<file path="src/rtl/xtea1_pkg.sv">
// ----------------------------------------------------------------------------
// XTEA-1 cipher package
// Request and result types, round constants and the per-stage round control.
// ----------------------------------------------------------------------------
`default_nettype none

package xtea1_pkg;

    localparam int unsigned ROUND_COUNT = 32;
    localparam int unsigned STAGES      = 2 * ROUND_COUNT;
    localparam int unsigned KEY_WORDS   = 4;
    localparam int unsigned CFG_IDX_W   = 3;
    localparam int unsigned WORD_W      = 32;

    localparam logic [WORD_W-1:0] DELTA = 32'h9E3779B9;

    // operation codes
    localparam logic OP_ENCRYPT = 1'b0;
    localparam logic OP_DECRYPT = 1'b1;

    // configuration register indexes
    localparam logic [CFG_IDX_W-1:0] REG_KEY_WORD_0 = 3'd0;
    localparam logic [CFG_IDX_W-1:0] REG_KEY_WORD_3 = 3'd3;

    typedef logic [KEY_WORDS-1:0][WORD_W-1:0] t_key;

    typedef struct packed {
        logic              req_type;
        logic [WORD_W-1:0] block_word_0;
        logic [WORD_W-1:0] block_word_1;
    } t_req;

    typedef struct packed {
        logic [WORD_W-1:0] result_word_0;
        logic [WORD_W-1:0] result_word_1;
    } t_result;

    // block as it travels down the pipeline
    typedef struct packed {
        logic              mode;
        logic [WORD_W-1:0] w0;
        logic [WORD_W-1:0] w1;
    } t_lane;

    // fixed control of one half-round stage, for both directions
    typedef struct packed {
        logic              odd;
        logic [WORD_W-1:0] sum_enc;
        logic [WORD_W-1:0] sum_dec;
        logic [1:0]        kidx_enc;
        logic [1:0]        kidx_dec;
    } t_stage_ctl;

    function automatic t_stage_ctl stage_ctl(input int unsigned h);
        t_stage_ctl        c;
        logic [WORD_W-1:0] r;
        logic [WORD_W-1:0] n;
        r = WORD_W'(h >> 1);
        n = WORD_W'(ROUND_COUNT);
        c.odd = h[0];
        if (h[0] == 1'b0) begin
            // first half of a round: encrypt updates w0, decrypt updates w1
            c.sum_enc  = r * DELTA;
            c.sum_dec  = (n - r) * DELTA;
            c.kidx_enc = c.sum_enc[1:0];
            c.kidx_dec = c.sum_dec[12:11];
        end else begin
            c.sum_enc  = (r + 32'd1) * DELTA;
            c.sum_dec  = (n - r - 32'd1) * DELTA;
            c.kidx_enc = c.sum_enc[12:11];
            c.kidx_dec = c.sum_dec[1:0];
        end
        return c;
    endfunction

endpackage

`default_nettype wire

</file>
<file path="src/rtl/xtea1_round.sv">
// ----------------------------------------------------------------------------
// XTEA-1 half-round stage
// One registered half-round: mixes one word and adds it to, or subtracts it
// from, the other word, depending on the direction carried with the block.
// ----------------------------------------------------------------------------
`default_nettype none

module xtea1_round (
    input  wire                           i_clk,
    input  wire                           i_rst_n,
    input  wire                           i_valid,
    input  xtea1_pkg::t_lane              i_lane,
    input  xtea1_pkg::t_stage_ctl         i_ctl,
    input  xtea1_pkg::t_key               i_key,
    output logic                          o_valid,
    output xtea1_pkg::t_lane              o_lane
);

    logic                  r_valid;
    xtea1_pkg::t_lane      r_lane;
    xtea1_pkg::t_lane      n_lane;

    logic                  upd_w0;
    logic [31:0]           x;
    logic [31:0]           tgt;
    logic [31:0]           sum;
    logic [1:0]            kidx;
    logic [31:0]           kword;
    logic [63:0]           krot;
    logic [31:0]           mix;
    logic [31:0]           tgt_next;

    always_comb begin
        // encrypt even / decrypt odd update w0, the other cases update w1
        upd_w0   = ~(i_ctl.odd ^ i_lane.mode);
        x        = upd_w0 ? i_lane.w1 : i_lane.w0;
        tgt      = upd_w0 ? i_lane.w0 : i_lane.w1;
        sum      = (i_lane.mode == xtea1_pkg::OP_DECRYPT) ? i_ctl.sum_dec : i_ctl.sum_enc;
        kidx     = (i_lane.mode == xtea1_pkg::OP_DECRYPT) ? i_ctl.kidx_dec : i_ctl.kidx_enc;
        kword    = i_key[kidx];
        krot     = {kword, kword} << x[4:0];
        mix      = (((x << 4) ^ (x >> 5)) + (x ^ sum)) + krot[63:32];
        tgt_next = (i_lane.mode == xtea1_pkg::OP_DECRYPT) ? (tgt - mix) : (tgt + mix);

        n_lane      = i_lane;
        if (upd_w0) begin
            n_lane.w0 = tgt_next;
        end else begin
            n_lane.w1 = tgt_next;
        end
    end

    always_ff @(posedge i_clk) begin
        if (!i_rst_n) begin
            r_valid <= 1'b0;
        end else begin
            r_valid <= i_valid;
        end
    end

    always_ff @(posedge i_clk) begin
        r_lane <= n_lane;
    end

    assign o_valid = r_valid;
    assign o_lane  = r_lane;

endmodule

`default_nettype wire

</file>
<file path="config.mk">
export PLATFORM = sky130hd
export DESIGN_NAME = xtea1_round
export DESIGN_NICKNAME = d
export VERILOG_FILES = /design/src/rtl/xtea1_pkg.sv /design/src/rtl/xtea1_round.sv
export SDC_FILE = /design/constraint.sdc
export NUM_CORES = 1
export LEC_CHECK = 0
export BUFFER_PORTS_ARGS = -buffer_cell sky130_fd_sc_hd__buf_2
export CAP_MARGIN = 20
export CORE_ASPECT_RATIO = 0.75
export CORE_UTILIZATION = 57
export CTS_BUF_LIST = sky130_fd_sc_hd__clkbuf_4 sky130_fd_sc_hd__clkbuf_8 sky130_fd_sc_hd__clkbuf_16
export CTS_CLUSTER_SIZE = 24
export DETAILED_ROUTE_END_ITERATION = 8
export GPL_ROUTABILITY_DRIVEN = 0
export HOLD_SLACK_MARGIN = 0.05
export PLACE_DENSITY = 0.88
export SLEW_MARGIN = 10
export SYNTH_ARGS = -nofsm -noshare
export SYNTH_HDL_FRONTEND = slang
export SYNTH_SLANG_ARGS = --single-unit
export TNS_END_PERCENT = 20
</file>
<file path="constraint.sdc">
create_clock -name i_clk -period 14.6 [get_ports i_clk]
set_input_delay 0.73 -clock i_clk [delete_from_list [all_inputs] [get_ports i_clk]]
set_output_delay 0.73 -clock i_clk [all_outputs]
set_load 0.02 [all_outputs]
</file>
; ---- Word level (Yosys, flattened, before mapping)
; Index checks and enable logic that the tools add are counted.
; W data, S select, Z words.
[op_classes]
add_sub_neg = 4
multipliers = 0
div_mod_pow = 0
order_cmp = 1
n_eq_ne = 0
shifts = 1
mux = 9
n_bitwise = 3
reduce_logical = 0
[ops]
columns = cell, n
row1 = $mux W32, 7
row2 = $add A32 B32 Y32, 3
row3 = $bmux W32 S2, 1
row4 = $shl A64 B5 Y64, 1
row5 = $sub A32 B32 Y32, 1
row6 = $xor A32 B27 Y32, 1
row7 = $xor A32 B32 Y32, 1
row8 = $lt A2 B3 Y1 const B, 1
row9 = $mux W2, 1
row10 = $xor A1 B1 Y1, 1
[totals]
reg_bits = 66
latch_bits = 0
ram_bits = 0
rom_bits = 0
inputBits = 265
output_inout_bits = 66
elab_cells = 22
memories = 0

; ---- Logic depth before layout (Yosys ltp)
[depth]
depth_word = 8
ltp_mapped = 38
depth_no_buf = 35

; ---- Worst setup path after synthesis
; OpenSTA, ideal clock, no wires.
[synth_timing]
kind = input to register
from = in i_lane[64] (netlist name)
to = reg r_lane (netlist bit o_lane[63])
setup_time_ns = 0.080
t_arrival_ns = 8.861
required_ns = 14.520
setup_slack_ns = 5.660
cell_stages = 38
n_path_buf = 4
cell_sequence = buf_6 -> xor2_1 -> mux2i_1 -> buf_2 -> buf_2 -> buf_1 -> mux2i_1 -> mux2i_1 -> mux2i_1 -> mux2i_1 -> mux2i_1 -> fa_1 -> inv_1 -> ha_1 -> fa_1 -> a211oi_1 -> o21ai_0 -> xor2_1 -> [... 2 more ...] -> nor2_1 -> and3_1 -> nor2b_1 -> a21oi_1 -> xnor2_1 -> ha_1 -> nand4_1 -> inv_1 -> a221oi_1 -> nand2_1 -> a21oi_1 -> o31ai_1 -> a41o_1 -> a221oi_1 -> o21ai_0 -> xnor3_1 -> nand2_1 -> a22oi_1
[synth_rtl]
columns = element, line_no
row1 = "start, declared", xtea1_round.sv:12  ; input xtea1_pkg::t_lane i_lane,
row2 = "end signal, assigned", xtea1_round.sv:62  ; r_lane <= n_lane;
row3 = "end, declared", xtea1_round.sv:20  ; xtea1_pkg::t_lane r_lane;

==> impl_metrics.env <==
export IMPL_cts_htree_levels=3
export IMPL_setup_viol=0
export IMPL_drc_errors=0
export IMPL_yosys_most_used_dff="dfxtp_1"
export IMPL_crit_arrival_ps=10870
export IMPL_cts_hold_buf=0
export IMPL_grt_max_degree=91
export IMPL_hp_class="in -> reg"
export IMPL_ant_nets=0
export IMPL_synth_top_area_share_pct=14.14
export IMPL_yosysWarnings=0
export IMPL_worst_slew_pin_slew_ps=1020
export IMPL_antenna_found_initial=0
export IMPL_avgSynthCellArea_um2=7.855
export IMPL_cts_buffers=9
export IMPL_diodes=0
export IMPL_crit_slowest_cell="xor2_4"
export IMPL_dp_cells=1967
export IMPL_critPathMostFrequentCell="mux2i_1"
export IMPL_grt_overflow_total=0
export IMPL_layout_drive_gt1_share_pct=23.76
export IMPL_cap_violations=0
export IMPL_cp_end_kind="register"
export IMPL_layout_common_cells="buf_2 (330), nand2_1 (204), mux2i_1 (162)"
export IMPL_clk_path_buf_depth=2
export IMPL_grt_pass1_vias=11670
export IMPL_hold_violations=0
export IMPL_cts_setup_buffers=0
export IMPL_firstDrtPassIters=7
export IMPL_slew_viol_final=0
export IMPL_min_period_ps=10610
export IMPL_postRouteWirelength_mm=40.24
export IMPL_final_nets=2089
export IMPL_synth_area_um2=11610
export IMPL_synth_edff_count=0
export IMPL_timing_final_crit_share_pct=72.71
export IMPL_cts_root_buf="clkbuf_16"
export IMPL_seq_area_frac_synth_pct=11.38
export IMPL_synth_top_cell_by_area="mux2i_1"
export IMPL_core_area_um2=19650
export IMPL_syn_nets=1842
export IMPL_io_pins=331
export IMPL_layout_commonest_cell="buf_2"
export IMPL_slowest_delay_ps=680
export IMPL_start_util_pct=59.07
export IMPL_dieArea_um2=20950
export IMPL_tns_ps=0
export IMPL_drt_wirelength_per_cell_um=20.29
export IMPL_track_usage_pct=37.02
export IMPL_synth_area_leaders="mux2i_1 (14%), dfxtp_1 (11%), xnor2_1 (8.7%)"
export IMPL_cp_max_fo=60
export IMPL_fmax_mhz=94.21
export IMPL_via_per_inst=6.425
export IMPL_final_cells=1983
export IMPL_synth_async_reset_ratio_pct=0
export IMPL_met1_usage_pct=49.18
export IMPL_postPlaceCellArea_um2=13310
export IMPL_grt_pass1_wl_mm=61.29
export IMPL_met2_usage_pct=57.12
export IMPL_grt_use_met3_pct=10.64
export IMPL_grt_busiest_layer="met2"
export IMPL_required_ps=14860
export IMPL_ys_seq_elements=66
export IMPL_cts_reportedPaths_clkPinSlew_ps=70
export IMPL_dieWidth_um=166.8
export IMPL_outcome="completed"
export IMPL_cts_resized=0
export IMPL_cts_sinks=66
export IMPL_die_h_um=125.6
export IMPL_synth_cell_types=70
export IMPL_netlist_instances=1478
export IMPL_slew_headroom_pct=31.99
export IMPL_dp_hpwl_mm=32.80
export IMPL_cts_tree="done"
export IMPL_syn2layout_area_growth_pct=17.05
export IMPL_stdcell_area_um2=13590
export IMPL_io_buffers=330
export IMPL_rows=44
export IMPL_rsz0062_at_grt="false"
export IMPL_start_kind="input port"
export IMPL_drtIter0Drc=1912
export IMPL_vias=12740
export IMPL_critical_path_class="in -> reg"
-- metal layers --
layer	share of wire (%)	wire length [um]	vias up
met5	0	0	-
met4	3.5	1428	0
met3	14	5679	142
met2	43	17340	971
met1	39	15790	5857
li1	-	-	5771
-- worst max-delay path, delay by kind of cell --
family,cells,cell delay (ps)
AOI/OAI and AO/OA,12,3210
xor gates and xnor gates,4,1490
adders and majority gates,4,1670
buffers and inverters,5,1320
muxes,6,1390
and+or+nand+nor,6,1040
-- cell usage after synthesis, types with 9 or more instances --
master    number
a211oi_1       9
a21o_1        31
a21oi_1      105
a221o_1       17
a31oi_1       13
and2_1        21
and3_1        15
buf_1         25
clkbuf_1      72
dfxtp_1       66
fa_1          33
ha_1          66
inv_1         79
mux2i_1      164
mux4_2        33
nand2_1      204
nand3_1       17
nand4_1       11
nor2_1        61
nor2b_1       14
nor3_1        11
o21a_1         9
o21ai_0       85
o221ai_1      18
o22ai_1       17
o31ai_1       12
xnor2_1      115
xor2_1        54
-- sequential cells by signal (all words and copies together), names as in the netlist --
register	cells
o_lane	65
o_valid	1
-- path summary, 6_finish.rpt --
path	start	endpoint	slack, ps	cells after the start
setup / recovery	i_lane[64]	o_lane[31]$_DFF_P_	3990	37
hold / removal	i_lane[64]	o_lane[64]$_DFF_P_	510	1
-- metrics by stage --
step	setup WS [ps]	hold WS (ps)	util, %
finish	3985	511.3	69.14
global route	3507	504.1	69.14
floorplan	5660	757.7	-
CTS	4329	500.7	69.14
detailed placement	4025	849.1	67.72
global placement	4447	849.4	67.72
-- area by class of cell --
type	count	area, um2
clock buffers	9	225.2
flip-flops and latches	66	1321
repair buffers	344	1757
inverters	80	300.3
multi-input cells	1224	9615
fillers	1566	6065
well taps	253	316.6
clock inverters	7	53.80
-- cells by family after synthesis --
kind of cell | Yosys count | synth area share (%)
buf+inv | 188 | 6.348
mux | 203 | 21.22
compound gates | 361 | 19.88
flops | 66 | 11.38
xor+xnor | 171 | 13.08
simple gates | 390 | 15.28
fa+ha+maj | 99 | 12.80
Power is not shown: default switching activity piles up to over one toggle a cycle in this logic, so the estimate is an artifact.
